**src/hw/rtl/tmag_pkg.sv**
```systemverilog
package tmag_pkg;

	localparam int TILE_M = 4;
	localparam int TILE_N = 4;
	localparam int TILE_K = 4;

	// Loop indices cover tile sizes up to four.
	localparam int IDX_W = 2;

	localparam int TOTAL_ACCESSES = TILE_M * TILE_K + TILE_N * TILE_K + TILE_M * TILE_N;

	localparam logic [31:0] NULL_INDEX_RST = 32'd999;
	localparam logic [15:0] MAT_DIM_RST    = 16'd16;

	typedef enum logic [2:0] {
		REG_BASE_A    = 3'd0,
		REG_BASE_B    = 3'd1,
		REG_BASE_C    = 3'd2,
		REG_NULL_IDX  = 3'd3,
		REG_MAT_ROWS  = 3'd4,
		REG_MAT_COLS  = 3'd5,
		REG_MAT_INNER = 3'd6
	} reg_idx_t;

	typedef enum logic [1:0] {
		PORT_A = 2'd0,
		PORT_B = 2'd1,
		PORT_C = 2'd2
	} port_sel_t;

	// Takes a dimension already divided by its tile size; a dimension below one
	// tile counts as one tile.
	function automatic logic [15:0] tile_count(input logic [15:0] q);
		logic [15:0] n;
		n = q;
		if (n == 16'd0) begin
			n = 16'd1;
		end
		return n;
	endfunction

endpackage

```
**src/hw/rtl/tiled_matmul_address_generator.sv**
```systemverilog
// Each request on the input channel starts one tile step and produces
// TILE_M*TILE_K + TILE_N*TILE_K + TILE_M*TILE_N accesses (48 at the default
// 4x4x4 tiles): the A tile row-major, then the B tile column by column, then
// the C tile, the final access flagged by last_access. One access leaves per
// cycle through a single output register while out_ready allows; a request
// passes the request stage and the access sequencer before its first access
// reaches the output register. The next request is taken while the current
// one is still being emitted, and its accesses follow with no gap. Tile counters
// advance when a request is taken. Configuration writes take effect at once and
// must only be issued while the block holds no outstanding request.
module tiled_matmul_address_generator (
	input  logic        clk,
	input  logic        arst_n,

	input  logic        cfg_wr_en,
	input  logic [2:0]  cfg_index,
	input  logic [31:0] cfg_wr_data,

	input  logic        in_valid,
	output logic        in_ready,
	input  logic        force_restart,

	output logic        out_valid,
	input  logic        out_ready,
	output logic [1:0]  port,
	output logic [29:0] word_index,
	output logic [1:0]  byte_lane,
	output logic [1:0]  bank,
	output logic        acc_final,
	output logic        layer_end,
	output logic        last_access
);
	import tmag_pkg::*;

	// Configuration registers.
	logic [31:0] base_a_q, base_b_q, base_c_q, null_idx_q;
	logic [15:0] mat_rows_q, mat_cols_q, mat_inner_q;

	// Tile counters.
	logic [15:0] row_tile_q, col_tile_q, k_tile_q;

	// Request stage.
	logic        valid_s1;
	logic        fin_s1, done_s1;
	logic [31:0] c_prod_s1, c_col_s1;

	// Access sequencer.
	logic                 busy_q;
	port_sel_t            port_sel_q;
	logic [IDX_W-1:0]     outer_q, inner_q;
	logic                 fin_q, done_q;
	logic [31:0]          c_row_q;

	// Output register.
	logic        out_valid_q;
	logic [1:0]  out_port_q, out_byte_q, out_bank_q;
	logic [29:0] out_word_q;
	logic        out_fin_q, out_done_q, out_last_q;

	logic [15:0] nm, nn, nk;
	logic        fin, done, accept;
	logic [15:0] col_inc;
	logic [31:0] crow0;
	logic        out_adv, emit, load, last_now;
	logic [IDX_W-1:0] inner_lim, outer_lim;
	logic        inner_wrap, outer_wrap;
	logic [31:0] idx;
	logic [1:0]  bank_d;

	// Configuration port.
	always_ff @(posedge clk or negedge arst_n) begin
		if (!arst_n) begin
			base_a_q    <= '0;
			base_b_q    <= '0;
			base_c_q    <= '0;
			null_idx_q  <= NULL_INDEX_RST;
			mat_rows_q  <= MAT_DIM_RST;
			mat_cols_q  <= MAT_DIM_RST;
			mat_inner_q <= MAT_DIM_RST;
		end else if (cfg_wr_en) begin
			unique case (cfg_index)
				REG_BASE_A:    base_a_q    <= cfg_wr_data;
				REG_BASE_B:    base_b_q    <= cfg_wr_data;
				REG_BASE_C:    base_c_q    <= cfg_wr_data;
				REG_NULL_IDX:  null_idx_q  <= cfg_wr_data;
				REG_MAT_ROWS:  mat_rows_q  <= cfg_wr_data[15:0];
				REG_MAT_COLS:  mat_cols_q  <= cfg_wr_data[15:0];
				REG_MAT_INNER: mat_inner_q <= cfg_wr_data[15:0];
				default: ;
			endcase
		end
	end

	// Tile step flags from the counters as they stand when the request is taken.
	assign nm   = tile_count(16'(mat_rows_q / TILE_M));
	assign nn   = tile_count(16'(mat_cols_q / TILE_N));
	assign nk   = tile_count(16'(mat_inner_q / TILE_K));
	assign fin  = (k_tile_q == nk - 16'd1);
	assign done = fin && (row_tile_q == nm - 16'd1) && (col_tile_q == nn - 16'd1);
	assign col_inc = col_tile_q + 16'd1;
	assign crow0   = 32'(row_tile_q) * 32'(TILE_M);

	assign out_adv  = !out_valid_q || out_ready;
	assign emit     = busy_q && out_adv;
	assign last_now = (port_sel_q == PORT_C) && (outer_q == IDX_W'(TILE_M - 1))
		&& (inner_q == IDX_W'(TILE_N - 1));
	assign load     = valid_s1 && (!busy_q || (emit && last_now));
	assign in_ready = !valid_s1 || load;
	assign accept   = in_valid && in_ready;

	always_ff @(posedge clk or negedge arst_n) begin
		if (!arst_n) begin
			row_tile_q <= '0;
			col_tile_q <= '0;
			k_tile_q   <= '0;
		end else if (accept) begin
			if (done || force_restart) begin
				row_tile_q <= '0;
				col_tile_q <= '0;
				k_tile_q   <= '0;
			end else if (fin) begin
				k_tile_q <= '0;
				if (col_inc == nn) begin
					col_tile_q <= '0;
					row_tile_q <= row_tile_q + 16'd1;
				end else begin
					col_tile_q <= col_inc;
				end
			end else begin
				k_tile_q <= k_tile_q + 16'd1;
			end
		end
	end

	always_ff @(posedge clk or negedge arst_n) begin
		if (!arst_n) begin
			valid_s1 <= 1'b0;
		end else if (accept) begin
			valid_s1 <= 1'b1;
		end else if (load) begin
			valid_s1 <= 1'b0;
		end
	end

	always_ff @(posedge clk) begin
		if (accept) begin
			fin_s1    <= fin;
			done_s1   <= done;
			c_prod_s1 <= crow0 * 32'(mat_cols_q);
			c_col_s1  <= 32'(col_tile_q) * 32'(TILE_N);
		end
	end

	// Loop limits of the current operand: A is i by k, B is j by k, C is i by j.
	always_comb begin
		case (port_sel_q)
			PORT_A: begin
				outer_lim = IDX_W'(TILE_M - 1);
				inner_lim = IDX_W'(TILE_K - 1);
			end
			PORT_B: begin
				outer_lim = IDX_W'(TILE_N - 1);
				inner_lim = IDX_W'(TILE_K - 1);
			end
			default: begin
				outer_lim = IDX_W'(TILE_M - 1);
				inner_lim = IDX_W'(TILE_N - 1);
			end
		endcase
	end

	assign inner_wrap = (inner_q == inner_lim);
	assign outer_wrap = inner_wrap && (outer_q == outer_lim);

	always_ff @(posedge clk or negedge arst_n) begin
		if (!arst_n) begin
			busy_q     <= 1'b0;
			port_sel_q <= PORT_A;
			outer_q    <= '0;
			inner_q    <= '0;
		end else if (load) begin
			busy_q     <= 1'b1;
			port_sel_q <= PORT_A;
			outer_q    <= '0;
			inner_q    <= '0;
		end else if (emit) begin
			if (last_now) begin
				busy_q <= 1'b0;
			end
			if (inner_wrap) begin
				inner_q <= '0;
				if (outer_wrap) begin
					outer_q <= '0;
					case (port_sel_q)
						PORT_A:  port_sel_q <= PORT_B;
						PORT_B:  port_sel_q <= PORT_C;
						default: port_sel_q <= PORT_A;
					endcase
				end else begin
					outer_q <= outer_q + IDX_W'(1);
				end
			end else begin
				inner_q <= inner_q + IDX_W'(1);
			end
		end
	end

	// The C row start moves down by one matrix row each time a C tile row ends.
	always_ff @(posedge clk) begin
		if (load) begin
			fin_q   <= fin_s1;
			done_q  <= done_s1;
			c_row_q <= base_c_q + c_prod_s1 + c_col_s1;
		end else if (emit && port_sel_q == PORT_C && inner_wrap) begin
			c_row_q <= c_row_q + 32'(mat_cols_q);
		end
	end

	always_comb begin
		case (port_sel_q)
			PORT_A: begin
				idx    = base_a_q + 32'(outer_q) * 32'(TILE_K) + 32'(inner_q);
				bank_d = 2'(inner_q);
			end
			PORT_B: begin
				idx    = base_b_q + 32'(inner_q) * 32'(TILE_N) + 32'(outer_q);
				bank_d = 2'(outer_q);
			end
			default: begin
				idx    = c_row_q + 32'(inner_q);
				bank_d = 2'd0;
			end
		endcase
	end

	always_ff @(posedge clk or negedge arst_n) begin
		if (!arst_n) begin
			out_valid_q <= 1'b0;
		end else if (out_adv) begin
			out_valid_q <= busy_q;
		end
	end

	always_ff @(posedge clk) begin
		if (emit) begin
			out_port_q <= port_sel_q;
			out_word_q <= idx[31:2];
			out_byte_q <= (idx == null_idx_q) ? 2'd0 : idx[1:0];
			out_bank_q <= bank_d;
			out_fin_q  <= fin_q;
			out_done_q <= done_q;
			out_last_q <= last_now;
		end
	end

	assign out_valid   = out_valid_q;
	assign port        = out_port_q;
	assign word_index  = out_word_q;
	assign byte_lane   = out_byte_q;
	assign bank        = out_bank_q;
	assign acc_final   = out_fin_q;
	assign layer_end   = out_done_q;
	assign last_access = out_last_q;

endmodule
```
**config.mk**
```make
export PLATFORM = sky130hd
export DESIGN_NAME = tiled_matmul_address_generator
export DESIGN_NICKNAME = d
export VERILOG_FILES = /design/src/hw/rtl/tmag_pkg.sv /design/src/hw/rtl/tiled_matmul_address_generator.sv
export SDC_FILE = /design/constraint.sdc
export NUM_CORES = 1
export LEC_CHECK = 0
export BUFFER_PORTS_ARGS = -buffer_cell sky130_fd_sc_hd__buf_2
export CAP_MARGIN = 30
export CORE_MARGIN = 3
export CORE_UTILIZATION = 65
export DETAILED_ROUTE_END_ITERATION = 6
export GPL_TIMING_DRIVEN = 0
export MAX_ROUTING_LAYER = met4
export PLACE_DENSITY = 0.83
export SETUP_SLACK_MARGIN = 0.4
export SYNTH_ARGS = -nofsm -noshare
export SYNTH_HDL_FRONTEND = slang
export SYNTH_SLANG_ARGS = --single-unit
```
**constraint.sdc**
```tcl
create_clock -name clk -period 7.6 [get_ports clk]
set_clock_uncertainty 0.05 [all_clocks]
set_input_delay 1.52 -clock clk [delete_from_list [all_inputs] [get_ports clk]]
set_output_delay 1.52 -clock clk [all_outputs]
set_load 0.01 [all_outputs]
```
==> results_dict.tcl <==
set metrics [dict create \
    outcome "finished with violations" \
    violations "DRC" \
    start_util_pct 65.9 \
    timing.final.crit_share_pct 93.3 \
    setup_viol 0 \
    crit_top_cell "fa_1" \
    leakage_nw 14.1 \
    h-tree-depth 2 \
    async_reset_ff_share_pct 65.4 \
    rsz0062_at_grt "false" \
    drt_iter0_markers 2775 \
    grt_pass1_vias 25100 \
    synthFlopType "dfrtp_1" \
    synthMuxAreaShare_pct 7.69 \
    clk_pin_slew_ns 0.07 \
    start_kind "flop" \
    nNetsFinal 3613 \
    min-delay-start "fin_s1$_DFFE_PP_" \
    peakVddDrop_uv 245 \
    ys_seq_area_share_pct 31.3 \
    synth_edf_count 121 \
    slew_headroom_pct 28.9 \
    crit_buf_inv 6 \
    clock-sinks 350 \
    fin_crit_ns 7.09 \
    numCtsBuffers 40 \
    slowest_delay_ns 0.55 \
    cts_root_buffer "clkbuf_16" \
    critPathTopFamily "adder cells" \
    drive_gt1_share_pct 14.7 \
    worstPathArrival_ns 7.31 \
    wl_per_cell_um 24.6 \
    antenna_found_initial 2 \
    syn_nets 3476 \
    cp_slowest_cell "fa_1" \
    core-area_um2 45500 \
    synth.ff_latch_count 350 \
    viasPerCell 6.54 \
    grt_overflow 0 \
    grt.total_usage_pct 40.0 \
    crit_start "row_tile_q[9]$_DFFE_PN0P_" \
    fin_tns_setup_ns 0 \
    reg2reg_from "row_tile_q[9]$_DFFE_PN0P_" \
    clock_latency_ns 0.57 \
    avgSynthCellArea_um2 9.82 \
    io_buffers 79 \
    dieArea_um2 48700 \
    synthCells 3053 \
    ys_types 91 \
    drc 20 \
    place_hpwl_mm 71.9 \
    power_density_nw_per_um2 266 \
    synth_compound_area_share_pct 10.3 \
    synth_xor_area_share_pct 6.44 \
    final_cell_mix "nand2_1 (317), inv_1 (283), fa_1 (213), dfrtp_1 (211), mux2_2 (171)" \
    syn_area_um2 30000 \
    cts_buffer_depth 3 \
    synth_top_family_by_area "adder cells" \
    layout_commonest_cell "nand2_1" \
    die_y_um 221 \
    cts_tree "done" \
    total_power_mw 8.78 \
    yosys.area_share.adder_pct 21.3 \
    place_congestion 1.02 \
    wl_mm 94.3 \
    worstSetupEndpointType "flop" \
    postCtsHoldBufs 0 \
    yosys.area_share.simple_pct 17.6 \
    final-hold-violation-count 0 \
    top_level_ports 82 \
    maxCapViolCount 0 \
    hold_path_class "flop to flop" \
    final_max_slew_viol_count 0 \
    fmax_mhz 141 \
    worst-path-max-fanout 10 \
    via_count 25000 \
    area_delta_synth_final_pct 10.2 \
    die_w_um 221 \
    critPathKind "flop to flop" \
    yosysWarnings 0 \
    ant_nets 0 \
    rows 78 \
    dr.pass1.iters 7 \
    grt_max_degree 111 \
    grt_pass1_wl_mm 144 \
    worstMarginPinSlew_ns 1.06 \
    crit_path_cell_trace "clkbuf_2 -> clkbuf_4 -> nand2_1 -> fa_1 -> fa_1 -> fa_1 -> fa_1 -> inv_1 -> fa_1 -> inv_1 -> fa_1 -> inv_1 -> ha_1 -> and3_1 -> and3_1 -> a21oi_2 -> a21oi_2 -> a221oi_2 -> o21ai_2 -> o41ai_2 -> buf_4 -> mux2i_1 -> o2111ai_1" \
    worstPathRequired_ns 7.82 \
]
[metal layers]
metal	vias up	global-route usage (%)	routed length, µm
met1	12400	50.5	36000
met4	0	19.4	5420
li1	10900	-	-
met5	-	-	0
met3	330	5.78	8470
met2	1321	63.9	44400
[power breakdown]
part | leakage [nW] | internal (mW) | switching, mW
clock | 0.676 | 1.18 | 0.855
combinational | 9.50 | 1.62 | 2.42
sequential | 3.92 | 2.36 | 0.338
total | 14.1 | 5.17 | 3.61
[flip-flops by register name, indices dropped and copies added (netlist names), 16 cells and up]
signal and cells:
base_a_q 32, base_b_q 32, base_c_q 32, c_row_q 32
null_idx_q 32, c_prod_s1 30, word_index 30, c_col_s1 16
col_tile_q 16, k_tile_q 16, mat_cols_q 16, row_tile_q 16
[worst paths after layout]
check | to | cells past startpoint | slack (ns)
hold reg to reg | fin_q$_DFFE_PP_ | 0 | 0.37
setup reg to reg | c_prod_s1[30]$_DFFE_PP_ | 23 | 0.51
setup / recovery | c_prod_s1[30]$_DFFE_PP_ | 23 | 0.51
max in group asynchronous | base_b_q[22]$_DFFE_PN0P_ | 3 | 5.44
min in group asynchronous | mat_rows_q[11]$_DFFE_PN0P_ | 1 | 0.71
hold / removal | fin_q$_DFFE_PP_ | 0 | 0.37
[timing repair]
action	4_1_cts	5_1_grt
setup buffers	2	2
pin swaps	2	5
endpoints found under the setup margin	13	5
gates resized for setup	94	71
gates cloned	0	0
[through the flow]
step                setup slack (ns)  cell area, µm²  hold slack (ns)  utilization [%]  std cells
detailed placement            -0.649           31300            0.358             68.9       3741
global placement              -0.585           31100            0.355             68.5       3732
CTS                            0.397           32900            0.370             72.3       3817
global route                   0.231           33000            0.374             72.7       3823
finish                         0.511           33000            0.371             72.7       3824
floorplan                      0.786           30000            0.350                -       3053
[kinds of logic after synthesis]
family,after synthesis
AO/OA/AOI/OAI,444
XOR/XNOR,219
adder cells (fa/ha/maj),382
buffers and inverters,431
flip-flops,350
multiplexers,209
AND/OR/NAND/NOR,1018
[cell type report]
cell class	instances	area, µm²
multi-input cells	2272	19100
repair buffers	95	602
clock buffers	52	1150
diodes	2	5.00
flip-flops and latches	350	9390
well taps	600	751
fillers	3314	12400
plain buffers	147	769
clock inverters	22	224
inverters	284	1070
[synthesized netlist by cell type (14+ instances only)]
cell,number,share of area [%]
or2_2,14,0.29
nand3_1,68,1.1
a31oi_1,14,0.29
and4_1,19,0.55
dfrtp_1,218,18
ha_1,168,7.0
a21o_1,26,0.65
nor2_1,139,1.7
inv_1,283,3.5
a211oi_1,20,0.50
nor4_1,56,1.2
fa_1,214,14
xnor2_1,139,4.1
or4_1,26,0.65
mux2_2,171,6.4
nand4_1,55,1.1
o21a_1,17,0.43
mux2i_1,38,1.3
edfxtp_1,121,12
and2_1,117,2.4
clkbuf_1,130,1.6
o21ai_0,76,1.3
o21bai_1,17,0.43
o211ai_1,17,0.43
nand2_1,317,4.0
a21oi_1,101,1.7
and3_1,34,0.71
xor2_1,79,2.3
nor3_1,60,1.0
or3_1,18,0.38
nand2b_1,31,0.65
nor2b_1,15,0.31
No activity file was read; power rests on OpenSTA's default activity.
